`src/hdl/stp_pkg.sv`:
```
// ----------------------------------------------------------------------------
// stp_pkg
// Types and constants shared by the square table text parser.
// ----------------------------------------------------------------------------
package stp_pkg;

    localparam int MAX_ORDER = 64;
    localparam int QUEUE_DEPTH = 4;

    typedef enum logic [3:0] {
        PH_START    = 4'd0,
        PH_KW       = 4'd1,
        PH_ASSIGN0  = 4'd2,
        PH_ASSIGN1  = 4'd3,
        PH_OPEN     = 4'd4,
        PH_LIST     = 4'd5,
        PH_TAB      = 4'd6,
        PH_NUMSTART = 4'd7,
        PH_AFTERNUM = 4'd8,
        PH_AFTERROW = 4'd9,
        PH_ROWOPEN  = 4'd10,
        PH_CLOSED   = 4'd11
    } stp_phase_t;

    typedef enum logic [1:0] {
        KIND_ENTRY  = 2'd0,
        KIND_TABLE  = 2'd1,
        KIND_CLOSED = 2'd2,
        KIND_ERROR  = 2'd3
    } stp_kind_t;

    typedef enum logic [2:0] {
        ERR_BAD_CHAR   = 3'd0,
        ERR_EARLY_END  = 3'd1,
        ERR_ROW_LENGTH = 3'd2,
        ERR_ROW_COUNT  = 3'd3,
        ERR_VALUE      = 3'd4,
        ERR_ORDER_BIG  = 3'd5
    } stp_err_t;

    typedef struct packed {
        logic [7:0] text_byte;
        logic       end_of_input;
    } stp_in_t;

    typedef struct packed {
        logic [1:0] result_kind;
        logic [5:0] row_index;
        logic [5:0] column_index;
        logic [5:0] entry_value;
        logic [6:0] table_order;
        logic [2:0] error_code;
        logic       last_of_run;
    } stp_out_t;

    // results produced by the front for one byte
    typedef struct packed {
        logic     valid0;
        logic     valid1;
        stp_out_t res0;
        stp_out_t res1;
    } stp_push_t;

endpackage

```
`src/hdl/square_table_text_parser_unit.sv`:
```
// ----------------------------------------------------------------------------
// square_table_text_parser_unit
// Parses a bracketed list of square integer tables from a byte stream.
//
//   channel   dir  payload    handshake
//   item      in   stp_in_t   item_valid / item_stall
//   result    out  stp_out_t  result_valid / result_stall
//
// One byte per cycle while item_stall is low; the parser is a character FSM.
// A byte yields at most two results, queued four deep ahead of the output.
// item_stall rises when fewer than two queue slots are free.
// Asynchronous active-low reset returns the parser to the list prefix.
// ----------------------------------------------------------------------------
module square_table_text_parser_unit (
    input  logic              clk,
    input  logic              rst_n,
    input  logic              item_valid,
    output logic              item_stall,
    input  stp_pkg::stp_in_t  item,
    output logic              result_valid,
    input  logic              result_stall,
    output stp_pkg::stp_out_t result
);
    import stp_pkg::*;

    stp_push_t  push;
    logic [2:0] level;
    logic       fire;
    logic       pop;

    assign item_stall   = (level > 3'(QUEUE_DEPTH - 2));
    assign fire         = item_valid && !item_stall;
    assign result_valid = (level != 3'd0);
    assign pop          = result_valid && !result_stall;

    stp_front u_front (
        .clk   (clk),
        .rst_n (rst_n),
        .fire  (fire),
        .item  (item),
        .push  (push)
    );

    stp_queue u_queue (
        .clk   (clk),
        .rst_n (rst_n),
        .push  (push),
        .pop   (pop),
        .head  (result),
        .level (level)
    );

`ifndef SYNTH
    a_level: assert property (@(posedge clk) disable iff (!rst_n)
        level <= 3'(QUEUE_DEPTH))
        else $error("queue overflow");

    a_two_only_with_first: assert property (@(posedge clk) disable iff (!rst_n)
        push.valid1 |-> push.valid0 && push.res1.result_kind == KIND_ERROR)
        else $error("second result without first");

    a_closed_last: assert property (@(posedge clk) disable iff (!rst_n)
        pop && result.result_kind == KIND_CLOSED |-> result.last_of_run)
        else $error("list close not last");
`endif

endmodule

```
`src/hdl/stp_front.sv`:
```
// ----------------------------------------------------------------------------
// stp_front
// Character parser: takes one byte per transfer, yields up to two results.
// ----------------------------------------------------------------------------
module stp_front (
    input  logic            clk,
    input  logic            rst_n,
    input  logic            fire,
    input  stp_pkg::stp_in_t  item,
    output stp_pkg::stp_push_t push
);
    import stp_pkg::*;

    localparam logic [7:0] KW0 = 8'h74; // t
    localparam logic [7:0] KW1 = 8'h61; // a
    localparam logic [7:0] KW2 = 8'h62; // b
    localparam logic [7:0] KW3 = 8'h6c; // l
    localparam logic [7:0] KW4 = 8'h65; // e
    localparam logic [7:0] KW5 = 8'h73; // s
    localparam logic [7:0] CH_LB = 8'h5b;
    localparam logic [7:0] CH_RB = 8'h5d;
    localparam logic [7:0] CH_COMMA = 8'h2c;
    localparam logic [7:0] CH_HASH = 8'h23;
    localparam logic [7:0] CH_COLON = 8'h3a;
    localparam logic [7:0] CH_EQ = 8'h3d;
    localparam logic [7:0] CH_NL = 8'h0a;
    localparam logic [6:0] NUM_SAT = 7'(MAX_ORDER + 1);

    stp_phase_t phase_reg, phase_next;
    logic [2:0] kw_pos_reg, kw_pos_next;
    logic       comment_reg, comment_next;
    logic [6:0] num_reg, num_next;
    logic       num_act_reg, num_act_next;
    logic [6:0] row_reg, row_next;
    logic [6:0] col_reg, col_next;
    logic [6:0] order_reg, order_next;
    logic       known_reg, known_next;
    logic [6:0] fmax_reg, fmax_next;
    logic       err_reg, err_next;

    logic       v0, v1;
    stp_out_t   r0, r1;

    always_ff @(posedge clk or negedge rst_n)
    begin
        if (!rst_n)
        begin
            phase_reg   <= PH_START;
            kw_pos_reg  <= '0;
            comment_reg <= 1'b0;
            num_reg     <= '0;
            num_act_reg <= 1'b0;
            row_reg     <= '0;
            col_reg     <= '0;
            order_reg   <= '0;
            known_reg   <= 1'b0;
            fmax_reg    <= '0;
            err_reg     <= 1'b0;
        end
        else if (fire)
        begin
            phase_reg   <= phase_next;
            kw_pos_reg  <= kw_pos_next;
            comment_reg <= comment_next;
            num_reg     <= num_next;
            num_act_reg <= num_act_next;
            row_reg     <= row_next;
            col_reg     <= col_next;
            order_reg   <= order_next;
            known_reg   <= known_next;
            fmax_reg    <= fmax_next;
            err_reg     <= err_next;
        end
    end

    // next state and raw results
    always_comb
    begin
        logic [7:0] b;
        logic       digit;
        logic [9:0] acc;
        logic       go;
        logic       cnt;
        logic       kw_hit;
        stp_out_t   blank;
        b = item.text_byte;
        digit = (b >= 8'h30) && (b <= 8'h39);
        acc = '0;
        go = 1'b1;
        cnt = 1'b0;
        kw_hit = 1'b0;
        blank = '0;
        phase_next   = phase_reg;
        kw_pos_next  = kw_pos_reg;
        comment_next = comment_reg;
        num_next     = num_reg;
        num_act_next = num_act_reg;
        row_next     = row_reg;
        col_next     = col_reg;
        order_next   = order_reg;
        known_next   = known_reg;
        fmax_next    = fmax_reg;
        err_next     = err_reg;
        v0 = 1'b0;
        v1 = 1'b0;
        r0 = blank;
        r1 = blank;

        if (err_reg || phase_reg == PH_CLOSED)
        begin
            go = 1'b0;
        end
        else if (item.end_of_input)
        begin
            go = 1'b0;
            err_next = 1'b1;
            v0 = 1'b1;
            r0.result_kind = KIND_ERROR;
            r0.error_code = ERR_EARLY_END;
        end
        else if (comment_reg)
        begin
            go = 1'b0;
            if (b == CH_NL)
                comment_next = 1'b0;
        end
        else if (num_act_reg)
        begin
            if (digit)
            begin
                go = 1'b0;
                acc = 10'(num_reg) * 10'd10 + 10'(b[3:0]);
                num_next = (acc > 10'(NUM_SAT)) ? NUM_SAT : acc[6:0];
            end
            else
            begin
                // number ends here: entry or error
                num_act_next = 1'b0;
                num_next = '0;
                cnt = 1'b1;
                v0 = 1'b1;
                if (!known_reg && col_reg >= 7'(MAX_ORDER))
                begin
                    err_next = 1'b1;
                    r0.result_kind = KIND_ERROR;
                    r0.error_code = ERR_ORDER_BIG;
                end
                else if (!known_reg && num_reg == '0)
                begin
                    err_next = 1'b1;
                    r0.result_kind = KIND_ERROR;
                    r0.error_code = ERR_VALUE;
                end
                else if (known_reg && col_reg >= order_reg)
                begin
                    err_next = 1'b1;
                    r0.result_kind = KIND_ERROR;
                    r0.error_code = ERR_ROW_LENGTH;
                end
                else if (known_reg && (num_reg == '0 || num_reg > order_reg))
                begin
                    err_next = 1'b1;
                    r0.result_kind = KIND_ERROR;
                    r0.error_code = ERR_VALUE;
                end
                else
                begin
                    if (!known_reg && num_reg > fmax_reg)
                        fmax_next = num_reg;
                    r0.result_kind = KIND_ENTRY;
                    r0.row_index = row_reg[5:0];
                    r0.column_index = col_reg[5:0];
                    r0.entry_value = 6'(num_reg - 7'd1);
                    col_next = col_reg + 7'd1;
                end
                if (err_next)
                    go = 1'b0;
            end
        end

        if (go && phase_reg != PH_KW && phase_reg != PH_ASSIGN1)
        begin
            if (b == 8'h20 || (b >= 8'd9 && b <= 8'd13))
                go = 1'b0;
            else if (b == CH_HASH)
            begin
                go = 1'b0;
                comment_next = 1'b1;
            end
        end

        if (go)
        begin
            case (kw_pos_reg)
                3'd0: kw_hit = (b == KW0);
                3'd1: kw_hit = (b == KW1);
                3'd2: kw_hit = (b == KW2);
                3'd3: kw_hit = (b == KW3);
                3'd4: kw_hit = (b == KW4);
                3'd5: kw_hit = (b == KW5);
                default: kw_hit = 1'b0;
            endcase
            // second result slot: error marked with kind and code below
            case (phase_reg)
                PH_START:
                begin
                    if (b == KW0)
                    begin
                        kw_pos_next = 3'd1;
                        phase_next = PH_KW;
                    end
                    else if (b == CH_LB)
                        phase_next = PH_LIST;
                    else
                        err_next = 1'b1;
                end
                PH_KW:
                begin
                    if (kw_hit)
                    begin
                        kw_pos_next = kw_pos_reg + 3'd1;
                        if (kw_pos_reg == 3'd5)
                            phase_next = PH_ASSIGN0;
                    end
                    else
                        err_next = 1'b1;
                end
                PH_ASSIGN0:
                begin
                    if (b == CH_COLON) phase_next = PH_ASSIGN1;
                    else err_next = 1'b1;
                end
                PH_ASSIGN1:
                begin
                    if (b == CH_EQ) phase_next = PH_OPEN;
                    else err_next = 1'b1;
                end
                PH_OPEN:
                begin
                    if (b == CH_LB) phase_next = PH_LIST;
                    else err_next = 1'b1;
                end
                PH_LIST:
                begin
                    if (b == CH_LB)
                    begin
                        row_next = '0;
                        col_next = '0;
                        order_next = '0;
                        known_next = 1'b0;
                        fmax_next = '0;
                        phase_next = PH_TAB;
                    end
                    else if (b == CH_RB)
                    begin
                        phase_next = PH_CLOSED;
                        v0 = 1'b1;
                        r0.result_kind = KIND_CLOSED;
                    end
                    else if (b != CH_COMMA)
                        err_next = 1'b1;
                end
                PH_TAB, PH_ROWOPEN:
                begin
                    if (b == CH_LB)
                    begin
                        if (known_reg && row_reg >= order_reg)
                        begin
                            err_next = 1'b1;
                            v0 = 1'b1;
                            r0.result_kind = KIND_ERROR;
                            r0.error_code = ERR_ROW_COUNT;
                        end
                        else
                        begin
                            col_next = '0;
                            phase_next = PH_NUMSTART;
                        end
                    end
                    else
                        err_next = 1'b1;
                end
                PH_NUMSTART:
                begin
                    if (digit)
                    begin
                        num_next = {3'b000, b[3:0]};
                        num_act_next = 1'b1;
                        phase_next = PH_AFTERNUM;
                    end
                    else
                        err_next = 1'b1;
                end
                PH_AFTERNUM:
                begin
                    if (b == CH_RB)
                    begin
                        if (!known_reg)
                        begin
                            order_next = col_next;
                            known_next = 1'b1;
                        end
                        if (!known_reg && fmax_next > col_next)
                        begin
                            err_next = 1'b1;
                            r1.error_code = ERR_VALUE;
                        end
                        else if (known_reg && col_next != order_reg)
                        begin
                            err_next = 1'b1;
                            r1.error_code = ERR_ROW_LENGTH;
                        end
                        else
                        begin
                            row_next = row_reg + 7'd1;
                            phase_next = PH_AFTERROW;
                        end
                    end
                    else if (b == CH_COMMA)
                        phase_next = PH_NUMSTART;
                    else
                        err_next = 1'b1;
                end
                PH_AFTERROW:
                begin
                    if (b == CH_RB)
                    begin
                        if (row_reg != order_reg)
                        begin
                            err_next = 1'b1;
                            r1.error_code = ERR_ROW_COUNT;
                        end
                        else
                        begin
                            v0 = 1'b1;
                            r0.result_kind = KIND_TABLE;
                            r0.table_order = order_reg;
                            phase_next = PH_LIST;
                        end
                    end
                    else if (b == CH_COMMA)
                        phase_next = PH_ROWOPEN;
                    else
                        err_next = 1'b1;
                end
                default: err_next = 1'b1;
            endcase

            // an error raised by the byte itself (row count on open already sent)
            if (err_next && !(phase_reg == PH_TAB || phase_reg == PH_ROWOPEN)
                || (err_next && b != CH_LB))
            begin
                r1.result_kind = KIND_ERROR;
                if (cnt)
                begin
                    v1 = 1'b1;
                end
                else
                begin
                    v0 = 1'b1;
                    r0.result_kind = KIND_ERROR;
                    r0.error_code = r1.error_code;
                end
            end
        end
    end

    // output slots with end-of-run marks
    always_comb
    begin
        push.valid0 = fire && v0;
        push.valid1 = fire && v0 && v1;
        push.res0 = r0;
        push.res1 = r1;
        push.res0.last_of_run = !v1;
        push.res1.last_of_run = 1'b1;
    end

endmodule

```
`src/hdl/stp_queue.sv`:
```
// ----------------------------------------------------------------------------
// stp_queue
// Result queue: up to two writes and one read per cycle, head read from the storage array.
// ----------------------------------------------------------------------------
module stp_queue (
    input  logic               clk,
    input  logic               rst_n,
    input  stp_pkg::stp_push_t push,
    input  logic               pop,
    output stp_pkg::stp_out_t  head,
    output logic [2:0]         level
);
    import stp_pkg::*;

    localparam int PW = $clog2(QUEUE_DEPTH);

    stp_out_t          mem_reg [QUEUE_DEPTH];
    logic [PW-1:0]     wr_reg, wr_next;
    logic [PW-1:0]     rd_reg, rd_next;
    logic [2:0]        cnt_reg, cnt_next;

    always_comb
    begin
        logic [1:0] n_in;
        n_in = {1'b0, push.valid0} + {1'b0, push.valid1};
        wr_next = wr_reg + PW'(n_in);
        rd_next = rd_reg + PW'(pop);
        cnt_next = cnt_reg + 3'(n_in) - 3'(pop);
    end

    always_ff @(posedge clk or negedge rst_n)
    begin
        if (!rst_n)
        begin
            wr_reg  <= '0;
            rd_reg  <= '0;
            cnt_reg <= '0;
        end
        else
        begin
            wr_reg  <= wr_next;
            rd_reg  <= rd_next;
            cnt_reg <= cnt_next;
        end
    end

    always_ff @(posedge clk)
    begin
        if (push.valid0)
            mem_reg[wr_reg] <= push.res0;
        if (push.valid1)
            mem_reg[wr_reg + PW'(1)] <= push.res1;
    end

    assign head  = mem_reg[rd_reg];
    assign level = cnt_reg;

endmodule
```
`config.mk`:
```
export PLATFORM = sky130hd
export DESIGN_NAME = square_table_text_parser_unit
export DESIGN_NICKNAME = d
export VERILOG_FILES = /design/src/hdl/stp_pkg.sv /design/src/hdl/square_table_text_parser_unit.sv /design/src/hdl/stp_front.sv /design/src/hdl/stp_queue.sv
export SDC_FILE = /design/constraint.sdc
export NUM_CORES = 1
export LEC_CHECK = 0
export ABC_AREA = 1
export BUFFER_PORTS_ARGS = -buffer_cell sky130_fd_sc_hd__buf_2
export CAP_MARGIN = 20
export CORE_UTILIZATION = 57
export CTS_CLUSTER_DIAMETER = 50
export DETAILED_ROUTE_END_ITERATION = 8
export PLACE_DENSITY = 0.77
export SLEW_MARGIN = 0
export SYNTH_ARGS = -nofsm -noshare
export SYNTH_HDL_FRONTEND = slang
export SYNTH_SLANG_ARGS = --single-unit
```
`constraint.sdc`:
```
create_clock -name clk -period 4.5 [get_ports clk]
set_input_delay 0.675 -clock clk [delete_from_list [all_inputs] [get_ports clk]]
set_output_delay 0.675 -clock clk [all_outputs]
set_load 0.1 [all_outputs]
```
==> impl_results.md, run 1 <==
* H-tree depth at 4
* Outcome: finished clean
* Dpl ws at 0.0442 ns
* Layout cells sized above 1 at 13.3%
* DP HPWL at between 20,000 and 25,000 µm
* Non-Filler Cell Area, Final at between 10,000 and 15,000 µm²
* Post-synthesis cell count at between 1,500 and 2,000
* Max FFs per register at 124
* Power Total at 7800 µW
* Avg Synthesized Cell Area at between 6 and 7 µm²
* CP Capture Type: register
* Slew margin rel. at between 20% and 30%
* CP peak stage delay at around 0.42 ns
* Inserted Clock Buffers at 17
* RR Startpoint: u_front.order_reg[3]
* Final Non-Filler Cells at about 2,100
* Post-route DRC at 0
* Gr usage total at about a third
* Maximum VDD drop at 0.000418 V
* Synth warnings at 0
* Hold_buf cts at 0
* Chip Width at roughly 150 µm
* Core area at between 20,000 and 25,000 µm²
* Ys flop type: dfxtp_1
* Sink Count at roughly 180
* Setup TNS at 0 ns
* Routed WL per cell at approximately 17 µm
* Vias in the first global route at ~11,000
* WS Path Type: register to register
* CTS max path bufs at 2
* Area contributors post-synth: dfxtp_1 18%, nand2_1 12%, dfrtp_1 11%
* Commonest non-fill, non-tap cell in the layout: nand2_1
* Clk_lat worst skew at roughly 0.45 ns
* Post-synth top area share at 17.6%
* Post-route ant nets at 0
* Mapped Area at ~12,000 µm²
* Register area at around 4000 µm²
* Worst r2r path cells at 29
* Unrepaired setup endpoints after global routing: yes
* Grt total ovfl at 0
* Critical path's top delay family: simple AND/OR/NAND/NOR gates
* Power per cell area at 580 nW/µm²
* Final hold vios at 0
* Ant. Diodes at 0
* Worst Clk Skew at approximately 0.010 ns
* Fin crit share at between 90% and 100%
* WP data arrival at approximately 4.6 ns
* CP startpoint kind: register
* Multi-input gate area at around 6700 µm²
* Cell accounting for the most synthesized area: dfxtp_1
* Netlist cell types at 55
* Pre-Repair DR Iteration Count at 5
* Final setup fails at 0
* LEAKAGE at roughly 0.0066 µW
* Initial Utilization at 58.4%
* Min Tclk post-route at 4.30 ns
* Die area at roughly 21,000 µm²
* Post-synth EDFFs at 20
* Hold crit path type: input port to async pin
* Final WL at 34,800 µm
* Async set or reset register ratio after synthesis at about 30%
* Slew Limit Fails at 0
* Peak Freq at around 230 MHz
* I/O pins at 46
* Largest net degree at the start of global routing at 60
* # port buffers at 45
* Crit-path max FO at 7
* Synth-to-layout area growth at 13.3%
* Row count at 52
* Fillers at roughly 1,800
* GP Congestion at a little under 1
* Most frequent cells in the layout: 377 x nand2_1, 220 x inv_1, 216 x nor2_1
* Vias at between 10,000 and 15,000
* First-pass GRT wire length at 55,500 µm
* CP required at between 4 and 5 ns
* NumNets Final at between 1,500 and 2,000
* Initial antenna violation count at 0
* Root buf cell: clkbuf_16
* Slowest cell on the critical path: fa_1
* Buffers & Inverters on Critical Path at 3
* Setup slack, reg-to-reg at approximately 0.2 ns
* Post-synthesis sequential area ratio at between 30% and 40%
* Max-cap violations at 0
* Net Count, Synth at approximately 1,800
* Vias per cell at between 5 and 6
* Die height at between 100 and 150 µm
* Actual slew at the worst max-slew pin at approximately 1.1 ns
* DR iter-0 viols at about 1,100
* Seq cells post-synth at 177
* Top cell by count, worst path: nand2_1
* Worst r2r dst: u_queue.level[2]
* Final worst slack at 0.201 ns
* Dpl cells at about 2,000
* Clk slew on worst S/H paths at 0.07 ns
* Placed inst area at between 10,000 and 15,000 µm²
* TritonCTS clock tree: done
[stage by stage]
step	utilization, %	hold WS (ns)
2_1_floorplan	-	0.379
3_3_place_gp	61.8	0.445
3_5_place_dp	61.8	0.449
4_1_cts	65.0	0.396
5_1_grt	66.2	0.441
6_report	66.2	0.371
[cell usage after synthesis (all sizes together), types with 2 or more instances]
master	count
a211oi	2
a21o	3
a21oi	111
a22oi	3
a31oi	4
and3	2
buf	35
clkbuf	52
clkinv	2
dfrtp	53
dfxtp	104
edfxtp	20
fa	3
ha	63
inv	234
nand2	400
nand3	74
nand3b	3
nand4	81
nor2	231
nor3	39
nor4	4
o2111ai	4
o211ai	6
o21ai	146
o221ai	5
o22ai	14
o311ai	2
o31ai	12
o32ai	2
or2	5
xnor2	8
xor2	14
[worst max-delay path by stage]
stage,cells after the start,end,startpoint
after floorplan,13,u_queue.level[2],u_queue.level[0]
after global placement,30,u_queue.level[2],u_front.order_reg[2]
after detailed placement,30,u_queue.level[2],u_front.order_reg[2]
after CTS,30,u_queue.level[2],u_front.order_reg[5]
after global routing,30,u_queue.level[2],u_front.order_reg[4]
final,29,u_queue.level[2],u_front.order_reg[3]
[final cells by class]
cell class,count,area share (%)
Multi-Input combinational cell,1250,50.0
Sequential cell,177,29.9
Inverter,236,6.59
Timing Repair Buffer,118,6.34
Clock buffer,17,3.17
Tap cell,270,2.51
Clock inverter,15,1.53
[report_power, final]
part           leakage [µW]  internal, µW  switching [µW]
Combinational       0.00464          1050            3400
Clock              0.000307           818             763
Sequential          0.00166          1680            83.3
Total               0.00661          3550            4240
[timing repair]
action | 4_1_cts | 5_1_grt
setup buffers | 0 | 13
resized for setup | 1 | 47
cloned | 0 | 1
pin swaps | 0 | 8
endpoints found under the setup margin | 1 | 147
[routing by layer]
layer  up-vias  global-route usage (%)  share of wire [%]
li1       5857                       -                  -
met1      5589                    43.4                 44
met2       474                    54.2                 47
met3        80                    4.25                6.6
met4         0                    11.7                2.6
met5         -                       0                  0
[kinds of logic (layout without fill, tap and decap cells)]
| family | count (synthesis) | in the layout | share of synthesized area (%) |
|---|---|---|---|
| xor+xnor | 22 | 22 | 1.62 |
| compound gates | 321 | 321 | 15.3 |
| simple gates | 840 | 841 | 31.1 |
| flops | 177 | 177 | 33.8 |
| buf+inv | 323 | 386 | 11.0 |
| fa+ha+maj | 66 | 66 | 7.15 |
Power figures use the tool's default switching activity.
==> run 2: changes to the inputs <==
--- a/config.mk
+++ b/config.mk
@@ -5,13 +5,12 @@
 export SDC_FILE = /design/constraint.sdc
 export NUM_CORES = 1
 export LEC_CHECK = 0
-export ABC_AREA = 1
 export BUFFER_PORTS_ARGS = -buffer_cell sky130_fd_sc_hd__buf_2
 export CAP_MARGIN = 20
 export CORE_UTILIZATION = 57
 export CTS_CLUSTER_DIAMETER = 50
 export DETAILED_ROUTE_END_ITERATION = 8
-export PLACE_DENSITY = 0.77
+export PLACE_DENSITY = 0.78
 export SLEW_MARGIN = 0
 export SYNTH_ARGS = -nofsm -noshare
 export SYNTH_HDL_FRONTEND = slang
==> impl_results.md, run 2 <==
* Fin crit share at 119%
* Mapped Area at 10,700 µm²
* Vias per cell at ~7.2
* Ant. Diodes at 0
* Unrepaired setup endpoints after global routing: yes
* # port buffers at 45
* Outcome: finished, violations left
* Setup slack, reg-to-reg at -0.85 ns
* Util after Layout at 78.7%
* TritonCTS clock tree: done
* Min Tclk post-route at ~5.3 ns
* Synth-to-layout area growth at 33.9%
* Most instantiated cells after synthesis: 104 x dfxtp_1, 100 x nand2_1, 90 x o2bb2ai_1
* Post-route DRC at 2
* Post-route ant nets at 0
* Worst Clk Skew at between 0.02 and 0.025 ns
* Slew margin rel. at between 20% and 30%
* Post-synth top area share at 19.4%
* Multi-input gate area at roughly 7200 µm²
* Layout cells sized above 1 at between 30 and 40%
* Final Non-Filler Cells at around 1,500
* Async set or reset register ratio after synthesis at between 20 and 30%
* Sink Count at ~180
* Peak Freq at roughly 190 MHz
* Row count at about 50
* Actual slew at the worst max-slew pin at between 1 and 1.5 ns
* H-tree depth at 4
* Commonest non-fill, non-tap cell in the layout: buf_4
* Die height at roughly 140 µm
* GP Congestion at between 0.9 and 1
* Post-synthesis sequential area ratio at 37.4%
* NumNets Final at approximately 1,400
* Die area at 19,300 µm²
* Worst r2r path cells at 23
* Cell accounting for the most synthesized area: dfxtp_1
* CP peak stage delay at about 0.48 ns
* Ys flop type: dfxtp_1
* First-pass GRT wire length at between 50,000 and 60,000 µm
* Max-cap violations at 0
* Max FFs per register at around 120
* Slew Limit Fails at 0
* Maximum VDD drop at 0.000438 V
* Slowest cell on the critical path: a21oi_4
* Area contributors post-synth: dfxtp_1 19%, dfrtp_1 12%, ha_1 7.4%
* Avg Synthesized Cell Area at 9.85 µm²
* CTS max path bufs at 2
* WS Path Type: register to register
* Routed WL per cell at 26.5 µm
* I/O pins at between 40 and 50
* LEAKAGE at about 0.0056 µW
* Post-synth EDFFs at 20
* Clk slew on worst S/H paths at 0.09 ns
* Final setup fails at approximately 160
* Final hold vios at 0
* CP Cell Sequence: inv_2 > ha_1 > a21oi_1 > o21a_1 > o21ai_2 > buf_4 > a211oi_4 > mux2i_2 > ha_1 > nor2b_1 > o21ai_1 > a21oi_2 > nor2_2 > nor3_2 > nor3_2 > nand4_1 > o21ai_4 > buf_6 > buf_8 > a211oi_4 > a21oi_4 > clkbuf_16 > o2bb2ai_2
* Synth warnings at 0
* Clk_lat worst skew at between 0.4 and 0.5 ns
* RR Startpoint: u_front.order_reg[2]
* Dpl cells at between 1,000 and 1,500
* Most frequent cell after synthesis: dfxtp_1
* DR iter-0 viols at roughly 1,300
* Grt total ovfl at 0
* Fillers at 992
* Pre-Repair DR Iteration Count at 9
* Final WL at roughly 40,000 µm
* Register area at about 4000 µm²
* Hold slack at between 0.3 and 0.4 ns
* DP HPWL at ~22,000 µm
* Seq cells post-synth at around 180
* CP Capture Type: register
* CP required at between 4 and 5 ns
* Core area at about 18,000 µm²
* Hold_buf cts at 0
* Violated checks: design-rule violations, negative setup slack
* Chip Width at approximately 140 µm
* Initial Utilization at about three fifths
* Vias at around 11,000
* Initial antenna violation count at 0
* Power per cell area at 300 nW/µm²
* Worst r2r dst: u_queue.mem_reg[2][28]
* Power Total at roughly 4300 µW
* Post-synthesis cell count at 1,087
* Netlist cell types at 96
* Net Count, Synth at 1,166
* Final worst slack at -0.847 ns
* Most frequent cells in the layout: 142 x buf_4, 104 x dfxtp_1, 90 x nand2_1
* Vias in the first global route at just under 10,000
* Crit-path max FO at 6
* CP startpoint kind: register
* WP data arrival at approximately 5.7 ns
* Largest net degree at the start of global routing at 35
* Hold crit path type: input port to async pin
* Inserted Clock Buffers at 17
* Gr usage total at between 30 and 40%
* Root buf cell: clkbuf_16
-- run 2: layer usage --
metal	vias up	routed length, µm	global-route usage [%]
met2	942	18200	55.7
met4	0	3220	14.5
met3	293	4640	6.18
met1	5183	14200	42.2
li1	4514	-	-
met5	-	0	0
-- run 2: layout make-up --
type | count | share of cell area [%]
multi-input cells | 795 | 50.1
inverters | 58 | 1.64
clock inverters | 15 | 1.42
well taps | 229 | 2.00
repair buffers | 229 | 13.9
flip-flops and latches | 177 | 28.0
clock buffers | 17 | 2.97
-- run 2: where the power goes --
| part | switching (µW) | internal (µW) | total, µW |
|---|---|---|---|
| Combinational | 573 | 396 | 970 |
| Sequential | 91.6 | 1640 | 1730 |
| Clock | 827 | 777 | 1600 |
-- run 2: how the worst max path moves through the flow --
stage	startpoint	slack [ns]	endpoint	depth (start not counted)
floorplan	u_front.order_reg[4]	-0.46	u_queue.level[2]	23
global placement	item[0]	-0.35	u_queue.level[2]	22
detailed placement	u_front.fmax_reg[1]	-0.52	u_queue.level[2]	25
CTS	u_front.num_reg[1]	-0.20	u_queue.mem_reg[0][11]	27
global route	u_front.fmax_reg[1]	-0.83	u_queue.mem_reg[2][28]	27
finish	u_front.order_reg[2]	-0.85	u_queue.mem_reg[2][28]	23
-- run 2: critical path: cells and delay by family (launching register included) --
kind / cells / cell delay, ns
mux: 1 / 0.32
fa+ha+maj: 2 / 0.57
simple gates: 5 / 0.76
compound gates: 10 / 2.23
flops: 1 / 0.40
buf+inv: 5 / 0.92
-- run 2: kinds of logic (layout without fill, tap and decap cells) --
group	Yosys count	after routing	synth area share, %
buffers and inverters	115	319	4.54
AO/OA/AOI/OAI	358	358	25.5
flip-flops	177	177	37.4
multiplexers	41	41	7.52
XOR/XNOR	29	29	2.44
adder cells (fa/ha/maj)	66	66	7.92
AND/OR/NAND/NOR	301	301	14.6
-- run 2: timing repair --
action,in CTS,in global routing
pin swaps,15,43
gates resized for setup,36,154
hold endpoints to repair,0,0
endpoints found under the setup margin,152,157
buffers inserted,11,34
cloned,0,10
-- run 2: stage by stage --
stage / setup TNS [ns] / instance area, µm² / setup slack [ns]
after floorplan: -9.01 / 10800 / -0.458
after global placement: -34.58 / 12100 / -0.354
after detailed placement: -57.34 / 12100 / -0.524
after CTS: -14.31 / 13000 / -0.196
after global routing: -85.55 / 14300 / -0.827
final: -80.91 / 14300 / -0.847
